`src/sv/price_time_order_matcher_defines.svh`:
```
// assertion macros for the order matcher
`ifndef PRICE_TIME_ORDER_MATCHER_DEFINES_SVH
`define PRICE_TIME_ORDER_MATCHER_DEFINES_SVH
`ifndef NO_ASSERTIONS
`define PTOM_ASSERT(label, clk, rst, prop) \
  label: assert property (@(posedge clk) disable iff (rst) prop) else $error("assertion failed");
`define PTOM_ASSERT_R(label, clk, prop) \
  label: assert property (@(posedge clk) prop) else $error("assertion failed");
`else
`define PTOM_ASSERT(label, clk, rst, prop)
`define PTOM_ASSERT_R(label, clk, prop)
`endif
`endif

```
`src/sv/ptom_pkg.sv`:
```
// ----------------------------------------------------------------------------
// ptom_pkg
// types and codes shared by the order matcher modules
// ----------------------------------------------------------------------------
`default_nettype none
package ptom_pkg;
  localparam logic [1:0] FUNC_ADD_BUY  = 2'd0;
  localparam logic [1:0] FUNC_ADD_SELL = 2'd1;
  localparam logic [1:0] FUNC_EXECUTE  = 2'd2;

  localparam logic [1:0] KIND_TRADE    = 2'd0;
  localparam logic [1:0] KIND_ACCEPTED = 2'd1;
  localparam logic [1:0] KIND_REJECTED = 2'd2;
  localparam logic [1:0] KIND_NO_TRADE = 2'd3;

  typedef struct packed {
    logic [1:0]  func;
    logic [31:0] price;
    logic [31:0] order_id;
    logic [31:0] quantity;
  } req_t;

  typedef struct packed {
    logic [1:0]  kind;
    logic [31:0] buy_order_id;
    logic [31:0] sell_order_id;
    logic [31:0] bid_price;
    logic [31:0] ask_price;
    logic [31:0] traded_quantity;
    logic        last;
  } rsp_t;

  typedef enum logic [2:0] {
    ST_IDLE,
    ST_INSERT,
    ST_MATCH,
    ST_OUT
  } state_t;

  // controller -> datapath
  typedef struct packed {
    logic load;
    logic insert;
    logic trade;
    logic emit_add;
    logic emit_none;
  } cmd_t;

  // datapath -> controller
  typedef struct packed {
    logic is_buy;
    logic is_sell;
    logic is_exec;
    logic side_full;
    logic can_match;
    logic more_after;
  } stat_t;
endpackage
`default_nettype wire

```
`src/sv/ptom_ctrl.sv`:
```
// ----------------------------------------------------------------------------
// ptom_ctrl
// controller: sequences insert, trade loop and result handshake
// ----------------------------------------------------------------------------
`default_nettype none
`include "price_time_order_matcher_defines.svh"
module ptom_ctrl (
  input  wire logic            clk,
  input  wire logic            rst,
  input  wire logic            in_valid,
  output logic                 in_ready,
  output logic                 out_valid,
  input  wire logic            out_ready,
  input  wire logic            rsp_last,
  input  wire ptom_pkg::stat_t stat,
  output ptom_pkg::cmd_t       cmd
);
  ptom_pkg::state_t state, state_next;

  always_comb begin
    state_next = state;
    unique case (state)
      ptom_pkg::ST_IDLE:   if (in_valid) state_next = ptom_pkg::ST_INSERT;
      ptom_pkg::ST_INSERT: begin
        if (stat.is_buy || stat.is_sell) state_next = ptom_pkg::ST_OUT;
        else if (stat.is_exec) state_next = ptom_pkg::ST_MATCH;
        else state_next = ptom_pkg::ST_IDLE;
      end
      ptom_pkg::ST_MATCH:  state_next = ptom_pkg::ST_OUT;
      ptom_pkg::ST_OUT: begin
        if (out_ready) begin
          state_next = rsp_last ? ptom_pkg::ST_IDLE : ptom_pkg::ST_MATCH;
        end
      end
      default: state_next = ptom_pkg::ST_IDLE;
    endcase
  end

  always_comb begin
    cmd = '0;
    in_ready = 1'b0;
    out_valid = 1'b0;
    unique case (state)
      ptom_pkg::ST_IDLE: begin
        in_ready = 1'b1;
        cmd.load = in_valid;
      end
      ptom_pkg::ST_INSERT: begin
        cmd.insert   = stat.is_buy || stat.is_sell;
        cmd.emit_add = stat.is_buy || stat.is_sell;
      end
      ptom_pkg::ST_MATCH: begin
        cmd.trade     = stat.can_match;
        cmd.emit_none = !stat.can_match;
      end
      ptom_pkg::ST_OUT: out_valid = 1'b1;
      default: ;
    endcase
  end

  always_ff @(posedge clk) begin
    if (rst) state <= ptom_pkg::ST_IDLE;
    else state <= state_next;
  end

  `PTOM_ASSERT(a_excl, clk, rst, !(in_ready && out_valid))
  `PTOM_ASSERT(a_load_idle, clk, rst, cmd.load |=> state == ptom_pkg::ST_INSERT)
  `PTOM_ASSERT(a_match_out, clk, rst, state == ptom_pkg::ST_MATCH |=> out_valid)
endmodule
`default_nettype wire

```
`config.mk`:
```
export PLATFORM = sky130hd
export DESIGN_NAME = ptom_ctrl
export DESIGN_NICKNAME = d
export VERILOG_FILES = /design/src/sv/ptom_pkg.sv /design/src/sv/ptom_ctrl.sv
export VERILOG_INCLUDE_DIRS = /design/src /design/src/sv
export SDC_FILE = /design/constraint.sdc
export NUM_CORES = 1
export LEC_CHECK = 0
export BUFFER_PORTS_ARGS = -buffer_cell sky130_fd_sc_hd__buf_2
export CAP_MARGIN = 25
export CORE_AREA = 2 2 39 41
export CTS_CLUSTER_DIAMETER = 200
export DETAILED_ROUTE_END_ITERATION = 10
export DIE_AREA = 0 0 41 43
export PLACE_DENSITY = 0.33
export RECOVER_POWER = 50
export SYNTH_ARGS = -nofsm -noshare
export SYNTH_HDL_FRONTEND = slang
export SYNTH_SLANG_ARGS = --single-unit
```
`constraint.sdc`:
```
create_clock -name clk -period 2.2 [get_ports clk]
set_clock_uncertainty 0.15 [all_clocks]
set_input_delay 0.11 -clock clk [delete_from_list [all_inputs] [get_ports clk]]
set_output_delay 0.11 -clock clk [all_outputs]
set_load 0.05 [all_outputs]
```
==> results of run 1 <==
==> placed cells by master (no fill, tap or decap) <==
cell type / instances
clkbuf_1: 2
nor3b_1: 1
buf_2: 13
nor3_1: 3
dfxtp_1: 2
inv_1: 1
clkbuf_4: 3
and2_1: 1
o211a_1: 1
or3b_1: 1
nor2_1: 1
and2_2: 1
and3_2: 2
nor4_1: 1
nor4b_1: 1
o32ai_1: 1
dlygate4sd3_1: 2
==> metrics by stage <==
stage / power [mW] / hold WS [ns] / cell area, um2 / util (%)
after detailed placement: 0.144 / 0.165 / 236 / 17.1
final: 0.226 / 0.0487 / 277 / 20.0
after CTS: 0.235 / 0.0338 / 279 / 20.2
after floorplan: 0.124 / 0.0358 / 156 / -
after global placement: 0.143 / 0.163 / 236 / 17.1
after global routing: 0.248 / 0.0466 / 277 / 20.0
==> Yosys cell counts <==
| cell type | count | share of area [%] |
|---|---|---|
| buf_4 | 2 | 9.6 |
| nor3_1 | 3 | 9.6 |
| inv_1 | 1 | 2.4 |
| and2_2 | 1 | 4.8 |
| or3b_1 | 1 | 5.6 |
| nor2_1 | 1 | 2.4 |
| nor4b_1 | 1 | 5.6 |
| o211a_1 | 1 | 6.4 |
| o32ai_1 | 1 | 5.6 |
| nor4_1 | 1 | 4.0 |
| dfxtp_1 | 2 | 26 |
| nor3b_1 | 1 | 4.8 |
| and2_1 | 1 | 4.0 |
| and3_2 | 2 | 9.6 |
==> cell type report <==
type	instances	share of cell area [%]
multi-input combinational	14	35.3
timing repair buffer	17	33.5
sequential	2	14.5
clock buffer	3	8.14
inverter	1	1.36
tap	16	7.24
==> repair_timing <==
item | 4_1_cts | 5_1_grt
hold buffers | 2 | 0
gates resized for setup | 0 | 0
hold endpoints to repair | 2 | 0
endpoints found under the setup margin | 0 | 0
==> path summary, 6_finish.rpt <==
kind,start,end,cells past startpoint
worst max-delay path,state[0]$_SDFFE_PP0P_,out_valid,2
worst min-delay path,stat[5],state[1]$_SDFFE_PP0P_,3
worst max register to register,state[0]$_SDFFE_PP0P_,state[1]$_SDFFE_PP0P_,2
worst min register to register,state[1]$_SDFFE_PP0P_,state[1]$_SDFFE_PP0P_,2
==> logic make-up after synthesis <==
family | Yosys count | share of synthesized area (%)
simple gates | 12 | 50.4
buf+inv | 3 | 12.0
flops | 2 | 25.6
compound gates | 2 | 12.0
==> worst max-delay path, delay by kind of cell (launching register included) <==
kind | cells | cell delay [ns]
simple gates | 1 | 0.20
buf+inv | 1 | 0.46
flops | 1 | 0.47
==> where the power goes <==
group | internal [mW] | leakage, nW | total, mW | switching (mW)
sequential | 0.0415 | 0.0167 | 0.0508 | 0.00931
combinational | 0.0270 | 0.110 | 0.0944 | 0.0674
clock | 0.0602 | 0.0138 | 0.0812 | 0.0210
==> routing by layer <==
metal  part of all wire (%)  wire length [um]  global-route usage [%]
met1                     47               253                    10.8
met2                     37               199                    8.13
met3                     16                84                    4.71
met4                      0                 0                    8.00
met5                      0                 0                       0
==> flow_summary_export.csv, run 1 <==
group,metric,value,unit
power_and_ir_drop,ir_worst_vdd,0.171,mV
finish,seqCellArea,40.0,um2
critical_path,critPathMaxFanout,10,
finish,num_antenna_cells,0,
critical_path,crit_path_top_delay_cell,"dfxtp_1",
sta,max-slew-margin-rel,60.5,%
finish,multi_input_area,97.6,um2
clock_tree,root_buffer,"clkbuf_4",
detailed_routing,first_pass_iters,2,
run_status,status,"finished clean",
critical_path,crit_path_start_kind,"register",
sta,period_minus_slack,1.61,ns
clock_tree,cts_tree,"built",
place,placed_cells,48,
critical_path,arrival,1.35,ns
finish,area_growth,76.8,%
sta,worst_pin_slew,0.595,ns
finish,largest_register_ffs,2,
critical_path,crit_path_end_kind,"output pin",
critical_path,cpPeakStageDelay,0.47,ns
global_routing,grt_first_pass_wirelength,890,um
power_and_ir_drop,powerDensity,819,nW/um2
synth,avgSynthCellArea,8.23,um2
sta,setup_viol,0,
critical_path,reg2reg_slack,0.96,ns
global_routing,grt_antenna_before_repair,0,
clock_tree,cts.path.max_buffers,2,
floorplanning,io_pins,18,
sta,rsz0062_at_grt,"no",
finish,top_regs,"state: 2 flops",
sta,final.setup.worst_slack,0.585,ns
synth,yosys_warnings,0,
place,pre_cts_ws,0.944,ns
clock_tree,cts_setup_buffers,0,
finish,drive_above_1_share,51.4,%
detailed_routing,num_vias,213,
floorplanning,die_h,43,um
synth,ys_seq_elements,2,
power_and_ir_drop,total_leakage_power,0.141,nW
critical_path,cp_cell_sequence,"and2_2 > clkbuf_1",
critical_path,critPathKind,"register to output pin",
clock_tree,cts-htree-levels,1,
synth,synthCells,19,
floorplanning,num_rows,14,
sta,period_share,73.4,%
global_routing,grt_pass1_vias,194,
finish,final_cells,53,
synth,synth_area,156,um2
detailed_routing,drtAntennaViolNets,0,
clock_tree,clkLatencyLatePin,0.22,ns
global_routing,gr-usage-all-layers,8.11,%
critical_path,crit_required,1.94,ns
global_routing,grt_max_degree,11,
finish,largest-register,"state",
detailed_routing,routed_wirelength,537,um
floorplanning,die_x,41,um
floorplanning,coreArea,1380,um2
min_path,holdCritPathClass,"primary input to register",
finish,fillers,161,
finish,nNetsFinal,50,
detailed_routing,vias_per_cell,4.02,
sta,slew_viol_final,0,
clock_tree,cts_buffers,3,
synth,synth_fp_nets,30,
synth,synth_seq_area_share,25.6,%
detailed_routing,drc,0,
floorplanning,die_area,1760,um2
place,hpwl,412,um
floorplanning,start_util,11.3,%
sta,fin_tns_setup,0,ns
clock_tree,path_clk_slew,0.03,ns
sta,timing.fmax,0.619,GHz
global_routing,grt.overflow.total,0,
detailed_routing,first_iter_violations,5,
place,io_buffers,15,
clock_tree,clkSinkCount,2,
run,cap_violations,0,
synth,synth_cell_types,14,
sta,finalHoldViolCount,0,
place,routabilityCongestion,0.560,
detailed_routing,post_drt_wl_per_cell,10.1,um
(Power assumes the default switching activity.)
==> run 2, diff against run 1 <==
--- a/config.mk
+++ b/config.mk
@@ -12,7 +12,7 @@
 export CTS_CLUSTER_DIAMETER = 200
 export DETAILED_ROUTE_END_ITERATION = 10
 export DIE_AREA = 0 0 41 43
-export PLACE_DENSITY = 0.33
+export PLACE_DENSITY = 0.34
 export RECOVER_POWER = 50
 export SYNTH_ARGS = -nofsm -noshare
 export SYNTH_HDL_FRONTEND = slang
==> constraint.sdc (replaced) <==
create_clock -name clk -period 1.35 [get_ports clk]
set_clock_uncertainty 0.15 [all_clocks]
set_input_delay 0.0675 -clock clk [delete_from_list [all_inputs] [get_ports clk]]
set_output_delay 0.0675 -clock clk [all_outputs]
set_load 0.05 [all_outputs]
==> run 2 against run 1 <==
  * Design area up 17%
  * Sequential power up 77%
  * Sequential share of layout area up 0.25 points
  * Hold slack worse by 0.046 ns
  * Core utilization up 3.3 points
  * Global-route usage down 1.1 points
  * Setup slack worse by 0.54 ns
  * Wire length down 9.9%
  * Critical path depth up 1
  * First-iteration DRC count down 80%
  * Via count down 0.94%
  * Largest power group unchanged
==> flow_summary_export.csv, run 2 (synthesis gave the netlist of run 1 again) <==
group,metric,value,unit
floorplanning,start_util,11.3,%
global_routing,grt_first_pass_wirelength,814,um
detailed_routing,vias_per_cell,3.98,
detailed_routing,first_iter_violations,1,
global_routing,grt_antenna_before_repair,0,
finish,largest_register_ffs,2,
floorplanning,num_rows,14,
finish,final_core_util,23.3,%
sta,rsz0062_at_grt,"yes",
sta,timing.fmax,0.766,GHz
global_routing,grt_max_degree,11,
detailed_routing,drtAntennaViolNets,0,
critical_path,crit_required,1.13,ns
finish,num_antenna_cells,0,
place,io_buffers,15,
floorplanning,die_x,41,um
critical_path,critPathMaxFanout,7,
clock_tree,cts_setup_buffers,0,
run_status,status,"finished clean",
sta,max-slew-margin-rel,80.3,%
clock_tree,cts-htree-levels,1,
finish,largest-register,"state",
critical_path,critPathKind,"register to output pin",
clock_tree,cts_tree,"built",
finish,top_regs,"state: 2 flops",
run,cap_violations,0,
clock_tree,cts_buffers,3,
sta,finalHoldViolCount,0,
critical_path,crit_path_end_kind,"output pin",
min_path,holdCritPathClass,"primary input to register",
detailed_routing,drc,0,
critical_path,arrival,1.09,ns
global_routing,grt_pass1_vias,201,
sta,fin_tns_setup,0,ns
sta,period_share,96.7,%
floorplanning,die_area,1760,um2
finish,drive_above_1_share,73.0,%
detailed_routing,first_pass_iters,2,
sta,slew_viol_final,0,
power_and_ir_drop,ir_worst_vdd,0.273,mV
finish,area_growth,106,%
power_and_ir_drop,powerDensity,1210,nW/um2
floorplanning,die_h,43,um
clock_tree,root_buffer,"clkbuf_4",
finish,mostFrequentLayoutCells,"buf_2 (10), clkbuf_4 (3)",
clock_tree,cts.path.max_buffers,2,
place,routabilityCongestion,0.582,
clock_tree,clkLatencyLatePin,0.22,ns
detailed_routing,routed_wirelength,484,um
detailed_routing,num_vias,211,
critical_path,crit_path_start_kind,"register",
finish,fillers,161,
global_routing,grt.overflow.total,0,
sta,setup_viol,0,
power_and_ir_drop,finalPower,0.392,mW
floorplanning,io_pins,18,
global_routing,gr-usage-all-layers,7.01,%
sta,period_minus_slack,1.31,ns
sta,worst_pin_slew,0.292,ns
clock_tree,path_clk_slew,0.03,ns
power_and_ir_drop,total_leakage_power,0.155,nW
finish,final_common_cell,"buf_2",
floorplanning,coreArea,1380,um2
finish,nNetsFinal,50,
clock_tree,clkSinkCount,2,
detailed_routing,post_drt_wl_per_cell,9.13,um
-- run 2: changes by cell type in the layout (fill, tap and decap cells not counted), sizes merged --
cell    delta
buf        +1
clkbuf     -1
-- run 2: timing repair --
item	4_1_cts	5_1_grt
hold endpoints to repair	2	0
resized for setup	6	6
hold buffers	2	0
pin swaps	0	0
endpoints found under the setup margin	6	5
-- run 2: worst max-delay path, stage by stage, from the launching register on --
cell and delay (ns):
dfxtp_4 0.36, inv_1 0.13, o211a_1 0.18, buf_4 0.19
-- run 2: power breakdown --
part / total (mW) / switching, mW / internal [mW]
registers: 0.0899 / 0.0199 / 0.0700
clock network: 0.130 / 0.0318 / 0.0979
logic: 0.172 / 0.112 / 0.0602
-- run 2: final cells by class --
type                            count  area (um2)  share of cell area (%)
Sequential cell                     2        47.5                    14.7
Inverter                            1        3.75                    1.16
Tap cell                           16        20.0                    6.20
Multi-Input combinational cell     14         116                    36.0
Clock buffer                        3        22.5                    6.98
Timing Repair Buffer               17         113                    34.9
-- run 2: final timing paths --
kind                                         endpoint  cells past startpoint  slack, ns                   from
worst max-delay path                           cmd[1]                      3       0.04  state[1]$_SDFFE_PP0P_
worst min-delay path            state[1]$_SDFFE_PP0P_                      3      0.003                stat[5]
worst max register to register  state[1]$_SDFFE_PP0P_                      2       0.21  state[0]$_SDFFE_PP0P_
worst min register to register  state[1]$_SDFFE_PP0P_                      2       0.45  state[1]$_SDFFE_PP0P_
-- run 2: metal layers --
metal  up-vias  global-route usage [%]  wire length (um)
met2        12                    9.06               225
met5         -                       0                 0
li1        107                       -                 -
met4         0                    6.00                 0
met3         0                    3.66                56
met1        92                    7.99               202
-- run 2: metrics by stage --
stage	std cells	hold WS, ns	cell area (um2)	worst slack [ns]
global placement	48	0.120	255	0.0458
floorplan	19	-0.00665	175	-0.0940
detailed placement	48	0.118	255	0.0341
global route	53	0.0156	323	-0.0189
finish	53	0.00278	323	0.0439
CTS	53	0.00603	313	-0.0311
